### src/sv/acbc_pkg.sv
// acbc_pkg: shared types, register indexes and AES byte functions for the CBC cipher.
// Used by acbc_ctrl, acbc_ksched, acbc_dp, aes_cbc_cipher and tb; depends on nothing.
package acbc_pkg;

	localparam logic [2:0] REG_KEY0     = 3'd0;
	localparam logic [2:0] REG_KEY1     = 3'd1;
	localparam logic [2:0] REG_KEY2     = 3'd2;
	localparam logic [2:0] REG_KEY3     = 3'd3;
	localparam logic [2:0] REG_KEY_SIZE = 3'd4;
	localparam logic [2:0] REG_DIR      = 3'd5;
	localparam logic [2:0] REG_IV_HIGH  = 3'd6;
	localparam logic [2:0] REG_IV_LOW   = 3'd7;

	localparam logic [1:0] KS_128 = 2'd0;
	localparam logic [1:0] KS_192 = 2'd1;

	localparam logic DIR_DEC = 1'b1;

	// controller to datapath and key schedule
	typedef struct packed {
		logic       load;
		logic       round;
		logic       last;
		logic       out_write;
		logic [3:0] rk_addr;
		logic       preload;
		logic       step;
		logic [5:0] wr_idx;
		logic       mod_zero;
		logic       mod_four;
		logic [3:0] rcon_idx;
	} ctrl_cmd_t;

	typedef struct packed {
		logic out_free;
	} dp_status_t;

	localparam logic [7:0] SBOX [256] = '{
		8'h63,8'h7c,8'h77,8'h7b,8'hf2,8'h6b,8'h6f,8'hc5,8'h30,8'h01,8'h67,8'h2b,8'hfe,8'hd7,8'hab,8'h76,
		8'hca,8'h82,8'hc9,8'h7d,8'hfa,8'h59,8'h47,8'hf0,8'had,8'hd4,8'ha2,8'haf,8'h9c,8'ha4,8'h72,8'hc0,
		8'hb7,8'hfd,8'h93,8'h26,8'h36,8'h3f,8'hf7,8'hcc,8'h34,8'ha5,8'he5,8'hf1,8'h71,8'hd8,8'h31,8'h15,
		8'h04,8'hc7,8'h23,8'hc3,8'h18,8'h96,8'h05,8'h9a,8'h07,8'h12,8'h80,8'he2,8'heb,8'h27,8'hb2,8'h75,
		8'h09,8'h83,8'h2c,8'h1a,8'h1b,8'h6e,8'h5a,8'ha0,8'h52,8'h3b,8'hd6,8'hb3,8'h29,8'he3,8'h2f,8'h84,
		8'h53,8'hd1,8'h00,8'hed,8'h20,8'hfc,8'hb1,8'h5b,8'h6a,8'hcb,8'hbe,8'h39,8'h4a,8'h4c,8'h58,8'hcf,
		8'hd0,8'hef,8'haa,8'hfb,8'h43,8'h4d,8'h33,8'h85,8'h45,8'hf9,8'h02,8'h7f,8'h50,8'h3c,8'h9f,8'ha8,
		8'h51,8'ha3,8'h40,8'h8f,8'h92,8'h9d,8'h38,8'hf5,8'hbc,8'hb6,8'hda,8'h21,8'h10,8'hff,8'hf3,8'hd2,
		8'hcd,8'h0c,8'h13,8'hec,8'h5f,8'h97,8'h44,8'h17,8'hc4,8'ha7,8'h7e,8'h3d,8'h64,8'h5d,8'h19,8'h73,
		8'h60,8'h81,8'h4f,8'hdc,8'h22,8'h2a,8'h90,8'h88,8'h46,8'hee,8'hb8,8'h14,8'hde,8'h5e,8'h0b,8'hdb,
		8'he0,8'h32,8'h3a,8'h0a,8'h49,8'h06,8'h24,8'h5c,8'hc2,8'hd3,8'hac,8'h62,8'h91,8'h95,8'he4,8'h79,
		8'he7,8'hc8,8'h37,8'h6d,8'h8d,8'hd5,8'h4e,8'ha9,8'h6c,8'h56,8'hf4,8'hea,8'h65,8'h7a,8'hae,8'h08,
		8'hba,8'h78,8'h25,8'h2e,8'h1c,8'ha6,8'hb4,8'hc6,8'he8,8'hdd,8'h74,8'h1f,8'h4b,8'hbd,8'h8b,8'h8a,
		8'h70,8'h3e,8'hb5,8'h66,8'h48,8'h03,8'hf6,8'h0e,8'h61,8'h35,8'h57,8'hb9,8'h86,8'hc1,8'h1d,8'h9e,
		8'he1,8'hf8,8'h98,8'h11,8'h69,8'hd9,8'h8e,8'h94,8'h9b,8'h1e,8'h87,8'he9,8'hce,8'h55,8'h28,8'hdf,
		8'h8c,8'ha1,8'h89,8'h0d,8'hbf,8'he6,8'h42,8'h68,8'h41,8'h99,8'h2d,8'h0f,8'hb0,8'h54,8'hbb,8'h16};

	localparam logic [7:0] INV_SBOX [256] = '{
		8'h52,8'h09,8'h6a,8'hd5,8'h30,8'h36,8'ha5,8'h38,8'hbf,8'h40,8'ha3,8'h9e,8'h81,8'hf3,8'hd7,8'hfb,
		8'h7c,8'he3,8'h39,8'h82,8'h9b,8'h2f,8'hff,8'h87,8'h34,8'h8e,8'h43,8'h44,8'hc4,8'hde,8'he9,8'hcb,
		8'h54,8'h7b,8'h94,8'h32,8'ha6,8'hc2,8'h23,8'h3d,8'hee,8'h4c,8'h95,8'h0b,8'h42,8'hfa,8'hc3,8'h4e,
		8'h08,8'h2e,8'ha1,8'h66,8'h28,8'hd9,8'h24,8'hb2,8'h76,8'h5b,8'ha2,8'h49,8'h6d,8'h8b,8'hd1,8'h25,
		8'h72,8'hf8,8'hf6,8'h64,8'h86,8'h68,8'h98,8'h16,8'hd4,8'ha4,8'h5c,8'hcc,8'h5d,8'h65,8'hb6,8'h92,
		8'h6c,8'h70,8'h48,8'h50,8'hfd,8'hed,8'hb9,8'hda,8'h5e,8'h15,8'h46,8'h57,8'ha7,8'h8d,8'h9d,8'h84,
		8'h90,8'hd8,8'hab,8'h00,8'h8c,8'hbc,8'hd3,8'h0a,8'hf7,8'he4,8'h58,8'h05,8'hb8,8'hb3,8'h45,8'h06,
		8'hd0,8'h2c,8'h1e,8'h8f,8'hca,8'h3f,8'h0f,8'h02,8'hc1,8'haf,8'hbd,8'h03,8'h01,8'h13,8'h8a,8'h6b,
		8'h3a,8'h91,8'h11,8'h41,8'h4f,8'h67,8'hdc,8'hea,8'h97,8'hf2,8'hcf,8'hce,8'hf0,8'hb4,8'he6,8'h73,
		8'h96,8'hac,8'h74,8'h22,8'he7,8'had,8'h35,8'h85,8'he2,8'hf9,8'h37,8'he8,8'h1c,8'h75,8'hdf,8'h6e,
		8'h47,8'hf1,8'h1a,8'h71,8'h1d,8'h29,8'hc5,8'h89,8'h6f,8'hb7,8'h62,8'h0e,8'haa,8'h18,8'hbe,8'h1b,
		8'hfc,8'h56,8'h3e,8'h4b,8'hc6,8'hd2,8'h79,8'h20,8'h9a,8'hdb,8'hc0,8'hfe,8'h78,8'hcd,8'h5a,8'hf4,
		8'h1f,8'hdd,8'ha8,8'h33,8'h88,8'h07,8'hc7,8'h31,8'hb1,8'h12,8'h10,8'h59,8'h27,8'h80,8'hec,8'h5f,
		8'h60,8'h51,8'h7f,8'ha9,8'h19,8'hb5,8'h4a,8'h0d,8'h2d,8'he5,8'h7a,8'h9f,8'h93,8'hc9,8'h9c,8'hef,
		8'ha0,8'he0,8'h3b,8'h4d,8'hae,8'h2a,8'hf5,8'hb0,8'hc8,8'heb,8'hbb,8'h3c,8'h83,8'h53,8'h99,8'h61,
		8'h17,8'h2b,8'h04,8'h7e,8'hba,8'h77,8'hd6,8'h26,8'he1,8'h69,8'h14,8'h63,8'h55,8'h21,8'h0c,8'h7d};

	function automatic logic [7:0] rcon(input logic [3:0] idx);
		logic [7:0] r;
		unique case (idx)
			4'd1:    r = 8'h01;
			4'd2:    r = 8'h02;
			4'd3:    r = 8'h04;
			4'd4:    r = 8'h08;
			4'd5:    r = 8'h10;
			4'd6:    r = 8'h20;
			4'd7:    r = 8'h40;
			4'd8:    r = 8'h80;
			4'd9:    r = 8'h1b;
			4'd10:   r = 8'h36;
			default: r = 8'h00;
		endcase
		return r;
	endfunction

	function automatic logic [31:0] sub_word(input logic [31:0] w);
		return {SBOX[w[31:24]], SBOX[w[23:16]], SBOX[w[15:8]], SBOX[w[7:0]]};
	endfunction

	function automatic logic [7:0] xtime(input logic [7:0] x);
		return {x[6:0], 1'b0} ^ (x[7] ? 8'h1b : 8'h00);
	endfunction

	// one encryption round: SubBytes, ShiftRows, MixColumns unless final, AddRoundKey
	function automatic logic [127:0] enc_round(input logic [127:0] st, input logic [127:0] rk,
			input logic no_mix);
		logic [7:0] s [16];
		logic [7:0] t [16];
		logic [7:0] a0, a1, a2, a3;
		logic [127:0] r;
		for (int k = 0; k < 16; k++) s[k] = SBOX[st[127-8*k -: 8]];
		for (int c = 0; c < 4; c++)
			for (int w = 0; w < 4; w++) t[4*c+w] = s[4*((c+w)&3)+w];
		if (!no_mix) begin
			for (int c = 0; c < 4; c++) begin
				a0 = t[4*c]; a1 = t[4*c+1]; a2 = t[4*c+2]; a3 = t[4*c+3];
				t[4*c]   = xtime(a0) ^ xtime(a1) ^ a1 ^ a2 ^ a3;
				t[4*c+1] = a0 ^ xtime(a1) ^ xtime(a2) ^ a2 ^ a3;
				t[4*c+2] = a0 ^ a1 ^ xtime(a2) ^ xtime(a3) ^ a3;
				t[4*c+3] = xtime(a0) ^ a0 ^ a1 ^ a2 ^ xtime(a3);
			end
		end
		for (int k = 0; k < 16; k++) r[127-8*k -: 8] = t[k];
		return r ^ rk;
	endfunction

	function automatic logic [7:0] mul9(input logic [7:0] a);
		return xtime(xtime(xtime(a))) ^ a;
	endfunction

	function automatic logic [7:0] mul11(input logic [7:0] a);
		return xtime(xtime(xtime(a))) ^ xtime(a) ^ a;
	endfunction

	function automatic logic [7:0] mul13(input logic [7:0] a);
		return xtime(xtime(xtime(a))) ^ xtime(xtime(a)) ^ a;
	endfunction

	function automatic logic [7:0] mul14(input logic [7:0] a);
		return xtime(xtime(xtime(a))) ^ xtime(xtime(a)) ^ xtime(a);
	endfunction

	// one decryption round: InvShiftRows, InvSubBytes, AddRoundKey, InvMixColumns unless final
	function automatic logic [127:0] dec_round(input logic [127:0] st, input logic [127:0] rk,
			input logic no_mix);
		logic [7:0] s [16];
		logic [7:0] t [16];
		logic [7:0] a0, a1, a2, a3;
		logic [127:0] r;
		for (int k = 0; k < 16; k++) s[k] = st[127-8*k -: 8];
		for (int c = 0; c < 4; c++)
			for (int w = 0; w < 4; w++)
				t[4*c+w] = INV_SBOX[s[4*((c-w+4)&3)+w]] ^ rk[127-8*(4*c+w) -: 8];
		if (!no_mix) begin
			for (int c = 0; c < 4; c++) begin
				a0 = t[4*c]; a1 = t[4*c+1]; a2 = t[4*c+2]; a3 = t[4*c+3];
				t[4*c]   = mul14(a0) ^ mul11(a1) ^ mul13(a2) ^ mul9(a3);
				t[4*c+1] = mul9(a0) ^ mul14(a1) ^ mul11(a2) ^ mul13(a3);
				t[4*c+2] = mul13(a0) ^ mul9(a1) ^ mul14(a2) ^ mul11(a3);
				t[4*c+3] = mul11(a0) ^ mul13(a1) ^ mul9(a2) ^ mul14(a3);
			end
		end
		for (int k = 0; k < 16; k++) r[127-8*k -: 8] = t[k];
		return r;
	endfunction

endpackage

### src/sv/acbc_ctrl.sv
// acbc_ctrl: state machine sequencing key expansion and the cipher rounds.
// Depends on acbc_pkg; drives acbc_ksched and acbc_dp through ctrl_cmd_t.
module acbc_ctrl (
	input  logic                   clk,
	input  logic                   arst_n,
	input  logic                   in_valid,
	output logic                   in_stall,
	input  logic                   key_wr,
	input  logic [1:0]             key_size,
	input  logic                   direction,
	input  acbc_pkg::dp_status_t   status,
	output acbc_pkg::ctrl_cmd_t    cmd
);

	localparam logic [1:0] ST_IDLE = 2'd0;
	localparam logic [1:0] ST_PRE  = 2'd1;
	localparam logic [1:0] ST_EXP  = 2'd2;
	localparam logic [1:0] ST_RUN  = 2'd3;

	logic [1:0] state_q;
	logic       dirty_q;
	logic [5:0] idx_q;
	logic [2:0] mod_q;
	logic [3:0] rcon_q;
	logic [3:0] rnd_q;

	logic [5:0] nk;
	logic [5:0] last_idx;
	logic [3:0] nr;
	logic       dec;
	logic       accept;
	logic       last_rnd;

	always_comb begin
		unique case (key_size)
			acbc_pkg::KS_128: begin nk = 6'd4; last_idx = 6'd43; nr = 4'd10; end
			acbc_pkg::KS_192: begin nk = 6'd6; last_idx = 6'd51; nr = 4'd12; end
			default:          begin nk = 6'd8; last_idx = 6'd59; nr = 4'd14; end
		endcase
	end

	assign dec      = (direction == acbc_pkg::DIR_DEC);
	assign in_stall = !((state_q == ST_IDLE) && !dirty_q);
	assign accept   = in_valid && !in_stall;
	assign last_rnd = dec ? (rnd_q == 4'd1) : (rnd_q == nr);

	always_comb begin
		cmd           = '0;
		cmd.wr_idx    = idx_q;
		cmd.mod_zero  = (mod_q == 3'd0);
		cmd.mod_four  = (mod_q == 3'd4);
		cmd.rcon_idx  = rcon_q;
		cmd.last      = last_rnd;
		cmd.rk_addr   = dec ? nr : 4'd0;
		unique case (state_q)
			ST_IDLE: cmd.load = accept;
			ST_PRE:  cmd.preload = 1'b1;
			ST_EXP:  cmd.step = 1'b1;
			ST_RUN: begin
				cmd.round     = 1'b1;
				cmd.rk_addr   = dec ? rnd_q - 4'd1 : rnd_q;
				cmd.out_write = last_rnd && status.out_free;
			end
			default: ;
		endcase
	end

	always_ff @(posedge clk or negedge arst_n) begin
		if (!arst_n) begin
			state_q <= ST_IDLE;
			dirty_q <= 1'b1;
			idx_q   <= '0;
			mod_q   <= '0;
			rcon_q  <= '0;
			rnd_q   <= '0;
		end else begin
			// a key write during a rebuild leaves the schedule dirty again
			if (key_wr)
				dirty_q <= 1'b1;
			else if ((state_q == ST_IDLE) && dirty_q)
				dirty_q <= 1'b0;
			unique case (state_q)
				ST_IDLE: begin
					if (dirty_q) begin
						state_q <= ST_PRE;
					end else if (accept) begin
						rnd_q   <= dec ? nr : 4'd1;
						state_q <= ST_RUN;
					end
				end
				ST_PRE: begin
					idx_q   <= nk;
					mod_q   <= 3'd0;
					rcon_q  <= 4'd1;
					state_q <= ST_EXP;
				end
				ST_EXP: begin
					idx_q <= idx_q + 6'd1;
					if ({3'd0, mod_q} == nk - 6'd1) begin
						mod_q  <= 3'd0;
						rcon_q <= rcon_q + 4'd1;
					end else begin
						mod_q <= mod_q + 3'd1;
					end
					if (idx_q >= last_idx) state_q <= ST_IDLE;
				end
				ST_RUN: begin
					if (!last_rnd) begin
						rnd_q <= dec ? rnd_q - 4'd1 : rnd_q + 4'd1;
					end else if (status.out_free) begin
						state_q <= ST_IDLE;
					end
				end
				default: state_q <= ST_IDLE;
			endcase
		end
	end

endmodule

### config.mk
export PLATFORM = sky130hd
export DESIGN_NAME = acbc_ctrl
export DESIGN_NICKNAME = d
export VERILOG_FILES = /design/src/sv/acbc_pkg.sv /design/src/sv/acbc_ctrl.sv
export SDC_FILE = /design/constraint.sdc
export NUM_CORES = 1
export LEC_CHECK = 0
export BUFFER_PORTS_ARGS = -buffer_cell sky130_fd_sc_hd__buf_2
export CAP_MARGIN = 20
export CORE_ASPECT_RATIO = 1.2
export CORE_UTILIZATION = 30
export CTS_CLUSTER_DIAMETER = 200
export DETAILED_ROUTE_END_ITERATION = 10
export GPL_TIMING_DRIVEN = 1
export PLACE_DENSITY = 0.55
export SETUP_SLACK_MARGIN = 0.15
export SLEW_MARGIN = 20
export SYNTH_ARGS = -nofsm -noshare
export SYNTH_HDL_FRONTEND = slang
export SYNTH_SLANG_ARGS = --single-unit
### constraint.sdc
create_clock -name clk -period 1.8 [get_ports clk]
set_input_delay 0.09 -clock clk [delete_from_list [all_inputs] [get_ports clk]]
set_output_delay 0.09 -clock clk [all_outputs]
set_load 0.1 [all_outputs]
==> flow_summary.yaml, run 1 <==
clock_network:
  root_buffer: "clkbuf_8"
  clock-sinks: 20
  path_clk_slew_ns: 0.08
  insertion_delay_ns: 0.26
  htree_levels: 1
  tritoncts: "built"
  clockBufferDepth: 2
  cts-buffers-inserted: 3
synth:
  synth_cell_types: 48
  ys_warn_count: 0
  synth-main-ff-cell: "dfrtp_1"
  syn_nets: 193
  syn_area_um2: 1518
  synth-seq-area-share_pct: 33.06
  netlist_instances: 172
  ys_seq_elements: 20
  synthArstFlopShare_pct: 100.0
  synth_edf_count: 0
  syn_avg_cell_area_um2: 8.824
sta:
  finalSetupTns_ns: -0.9868
  rsz0062_at_grt: "yes"
  finalSetupViolCount: 8
  finalClockSkew_ns: 0.005209
  fmax_mhz: 494.4
  slew_headroom_pct: 67.64
  tightestPinTransition_ns: 0.4888
  finalHoldViolCount: 0
  fin_crit_ns: 2.023
  holdWs_ns: 0.01224
  fin_ws_ns: -0.2226
  min_period_over_period_pct: 112.4
  slew_viol_final: 0
place:
  dp_hpwl_um: 2803
  portBuffers: 30
  gp_congestion: 0.8532
  pre_cts_ws_ns: -0.06833
detailed_routing:
  route.vias.total: 1446
  first_iter_violations: 50
  wire_per_inst_um: 13.82
  firstDrtPassIters: 4
  drcViolationCount: 0
  routed_wl_um: 4034
  viasPerCell: 4.952
  ant_nets: 0
worst_setup_path:
  criticalPathCategory: "flip-flop to output port"
  worstPathArrival_ns: 1.93
  critPathCaptureType: "output port"
  cp.required_ns: 1.71
  worstPathMaxFanout: 5
  cp-start-kind: "flip-flop"
floorplanning:
  io-pin-count: 31
  die_area_um2: 5349
  rows: 28
  die_h_um: 79.92
  dieWidth_um: 66.93
  start_util_pct: 30.94
  core_area_um2: 4905
run:
  maxCapViolCount: 0
global_route:
  grt_pass1_vias: 1366
  grt_pass1_wl_um: 6230
  grt_max_degree: 21
  antenna_found_initial: 0
  grt-ovfl-total: 0
  grt_use_total_pct: 15.33
layout:
  layout.nets: 254
  area_growth_pct: 60.51
  n_fill_cell: 472
  multi_input_area_um2: 1159
  final-seq-area_um2: 514.2
  drive_gt1_share_pct: 52.59
  diodes: 0
outcome:
  violations: "negative setup slack"
  status: "finished with violations"
min_path:
  hp-class: "input port to flip-flop"
## state kept, by name (all words and copies together) (netlist names)
| signal | cells |
|---|---|
| state_q | 2 |
| rnd_q | 4 |
| idx_q | 6 |
| mod_q | 3 |
| rcon_q | 4 |
| dirty_q | 1 |
## cells in the mapped netlist, types with 2 or more instances
library cell | number | share of area [%]
dfrtp_1 | 19 | 31
nand2b_1 | 2 | 0.82
o22ai_1 | 4 | 1.6
ha_1 | 13 | 11
nor3_1 | 3 | 0.99
xor2_1 | 4 | 2.3
nor2_1 | 10 | 2.5
a22o_1 | 2 | 1.2
inv_1 | 14 | 3.5
buf_1 | 3 | 0.74
nand3_1 | 8 | 2.6
mux2i_1 | 5 | 3.3
a21boi_0 | 2 | 0.99
xnor2_1 | 2 | 1.2
nand2_1 | 16 | 4.0
clkbuf_1 | 3 | 0.74
and3_1 | 3 | 1.2
a21oi_1 | 11 | 3.6
nor2b_1 | 2 | 0.82
o21ai_0 | 14 | 4.6
nor2_2 | 3 | 1.2
a21o_1 | 3 | 1.5
## logic make-up (layout without fill, tap and decap cells)
group | Yosys count | count (layout) | share of synthesized area, %
and+or+nand+nor | 57 | 57 | 21.68
AOI/OAI and AO/OA | 48 | 48 | 20.61
buffers and inverters | 22 | 82 | 6.183
DFF | 20 | 20 | 33.06
adders and majority gates | 13 | 13 | 10.72
xor gates and xnor gates | 6 | 6 | 3.462
muxes | 6 | 6 | 4.287
## stage by stage
step	utilization (%)	cells	instance area [µm²]
after detailed placement	41.84	270	2052
after CTS	47.35	286	2322
after global placement	41.84	270	2052
after global routing	49.67	292	2436
final	49.67	292	2436
after floorplan	-	172	1664
## layout make-up
type	instances	share of cell area (%)
clock buffers	3	1.695
clock inverters	1	1.233
inverters	14	2.517
multi-input cells	130	47.56
flip-flops and latches	20	21.11
well taps	60	3.082
repair buffers	64	22.80
## worst paths after layout
check                      slack [ns]  cells after the start         end  startpoint
max                             -0.22                      8     cmd[18]    rnd_q[1]
min                              0.01                      2     dirty_q      key_wr
max reg2reg                     -0.22                      8  state_q[0]    rnd_q[1]
min reg2reg                      0.50                      1    idx_q[0]    idx_q[0]
max in group asynchronous        1.13                      2    idx_q[3]      arst_n
min in group asynchronous        0.31                      2    mod_q[1]      arst_n
## routing by layer
| layer | wire (µm) | up-vias | track usage (%) | share of wire, % |
|---|---|---|---|---|
| li1 | - | 733 | - | - |
| met3 | 156 | 4 | 2.000 | 3.9 |
| met2 | 2098 | 28 | 25.25 | 52 |
| met1 | 1734 | 681 | 19.04 | 43 |
| met4 | 43 | 0 | 8.085 | 1.1 |
| met5 | 0 | - | 0 | 0 |
## placed cells by master (no fill, tap or decap), drive strengths merged, types with 2 or more instances in the layout
master | Yosys | layout
nor3 | 3 | 3
xnor2 | 2 | 2
o22ai | 4 | 4
o31ai | 2 | 2
nor2 | 13 | 13
a21o | 3 | 3
a21boi | 2 | 2
ha | 13 | 13
and3 | 4 | 4
a21oi | 11 | 11
nand2 | 16 | 16
a22o | 2 | 2
nor4bb | 2 | 2
nand2b | 2 | 2
dfrtp | 19 | 19
inv | 14 | 13
nor2b | 2 | 2
clkbuf | 3 | 3
buf | 5 | 63
xor2 | 4 | 4
mux2i | 5 | 5
o21ai | 15 | 15
nand3 | 8 | 8
## worst max-delay path, stage by stage, from the launching register on
cell and delay, ns:
dfrtp_1 0.41, buf_6 0.14, nor4b_2 0.15, buf_4 0.14, nor4_4 0.28, nor2_2 0.09, buf_6 0.13, and3_4 0.16
buf_12 0.16
## repair_timing
action / CTS / global route
hold endpoints to repair: 19 / 0
pin swaps: 9 / 14
buffers inserted: 11 / 6
setup endpoints to repair: 15 / 15
resized for setup: 28 / 14
hold buffers: 1 / 0
Power of run 1 is left out: the tool's default activity adds up to more than one toggle a clock period on the data nets, which glitch-free logic cannot reach.
==> run 2: changes to the inputs <==
Settings changed: SKIP_LAST_GASP from default to 1.
==> run 2 against run 1 <==
The run still ends with negative setup slack left; worst setup slack better by 0.00065 ns; register-to-register slack hardly changed; sequential cell count stayed put; final cell count stayed put; design area is 0.31% lower; critical endpoint unchanged; highest routed layer unchanged.
==> flow_summary.yaml, run 2 (synthesized netlist as in run 1, its figures left out) <==
outcome:
  status: "finished with violations"
  violations: "negative setup slack"
layout:
  largest_register: "idx_q"
  reg_top3: "idx_q: 6 flops, rcon_q: 4 flops, rnd_q: 4 flops"
  final_common_cell: "buf_4"
  largest_reg_flops: 6
  utilization_pct: 49.52
  drive_gt1_share_pct: 51.72
  diodes: 0
  stdcell_area_um2: 2429
  stdcell_count: 292
  layout.nets: 254
  final_cell_mix: "24 x buf_4, 21 x buf_2, 13 x nand2_1"
  area_growth_pct: 60.02
worst_setup_path:
  cp-start-kind: "flip-flop"
  worstPathArrival_ns: 1.93
  cpMostUsedCell: "buf_6"
  criticalPathCategory: "flip-flop to output port"
  critPathCaptureType: "output port"
  max_stage_delay_ns: 0.41
  crit_family: "simple AND/OR/NAND/NOR gates"
  crit_buf_inv: 4
  cp.required_ns: 1.71
  worstPathMaxFanout: 5
  crit_path_top_delay_cell: "dfrtp_1"
  critical_path.cell_chain: "buf_6, nor4b_2, buf_4, nor4_4, nor2_2, buf_6, and3_4, buf_12"
floorplanning:
  io-pin-count: 31
  die_area_um2: 5349
  dieWidth_um: 66.93
  start_util_pct: 30.94
  die_h_um: 79.92
  core_area_um2: 4905
  rows: 28
global_route:
  grt_pass1_wl_um: 6230
  grt_pass1_vias: 1366
  grt-ovfl-total: 0
  grt_use_total_pct: 15.33
  antenna_found_initial: 0
  grt_max_degree: 21
detailed_routing:
  drcViolationCount: 0
  first_iter_violations: 53
  route.vias.total: 1445
  firstDrtPassIters: 4
  viasPerCell: 4.949
  routed_wl_um: 4034
  wire_per_inst_um: 13.82
  ant_nets: 0
sta:
  tightestPinTransition_ns: 0.4888
  finalSetupViolCount: 8
  fmax_mhz: 494.6
  finalHoldViolCount: 0
  rsz0062_at_grt: "yes"
  slew_headroom_pct: 67.64
  fin_ws_ns: -0.2219
  finalClockSkew_ns: 0.004784
  min_period_over_period_pct: 112.3
  slew_viol_final: 0
  fin_crit_ns: 2.022
clock_network:
  clockBufferDepth: 2
  path_clk_slew_ns: 0.08
  tritoncts: "built"
  insertion_delay_ns: 0.26
  root_buffer: "clkbuf_8"
  clock-sinks: 20
  cts-buffers-inserted: 3
  htree_levels: 1
place:
  portBuffers: 30
  pre_cts_ws_ns: -0.06833
  gp_congestion: 0.8532
  dpl-instance-area_um2: 2052
  dp_hpwl_um: 2803
  dp.cells: 270
run:
  maxCapViolCount: 0
min_path:
  hp-class: "input port to flip-flop"
-- run 2: cell count changes in the layout (fill, tap and decap cells not counted), sizes merged --
cell / delta
buf: -2
clkbuf: +2
-- run 2: final timing paths --
check	from	end	depth (start not counted)	slack (ns)
setup / recovery	rnd_q[1]	cmd[18]	8	-0.22
hold / removal	key_wr	dirty_q	2	0.01
setup reg to reg	rnd_q[1]	state_q[0]	8	-0.22
hold reg to reg	idx_q[0]	idx_q[0]	1	0.51
max in group asynchronous	arst_n	idx_q[3]	2	1.14
min in group asynchronous	arst_n	mod_q[1]	2	0.31
-- run 2: area by class of cell --
type / count / area, µm²
flip-flops and latches: 20 / 514.2
clock inverters: 1 / 30.03
repair buffers: 64 / 555.5
clock buffers: 3 / 41.29
inverters: 14 / 61.31
well taps: 60 / 75.07
fillers: 473 / 2476
multi-input cells: 130 / 1151
-- run 2: repair_timing --
action / 4_1_cts / 5_1_grt
gates resized for setup: 24 / 16
setup endpoints to repair: 15 / 17
buffers inserted: 11 / 6
hold buffers: 1 / 0
hold endpoints to repair: 19 / 0
pin swaps: 9 / 14
-- run 2: stage by stage --
stage               setup TNS (ns)  hold slack (ns)
CTS                        -0.6622          0.01200
global route                -1.587          0.02670
detailed placement        -0.06948          0.07825
global placement                 0          0.07730
floorplan                  -0.2045          -0.2056
finish                     -0.9829          0.01226
-- run 2: per-layer routing --
layer / vias up / wire [µm] / global-route usage (%)
met5: - / 0 / 0
met4: 0 / 43 / 8.085
met3: 4 / 163 / 2.000
met2: 30 / 2096 / 25.25
met1: 678 / 1731 / 19.04
li1: 733 / - / -
Power of run 2 is left out for the same reason.
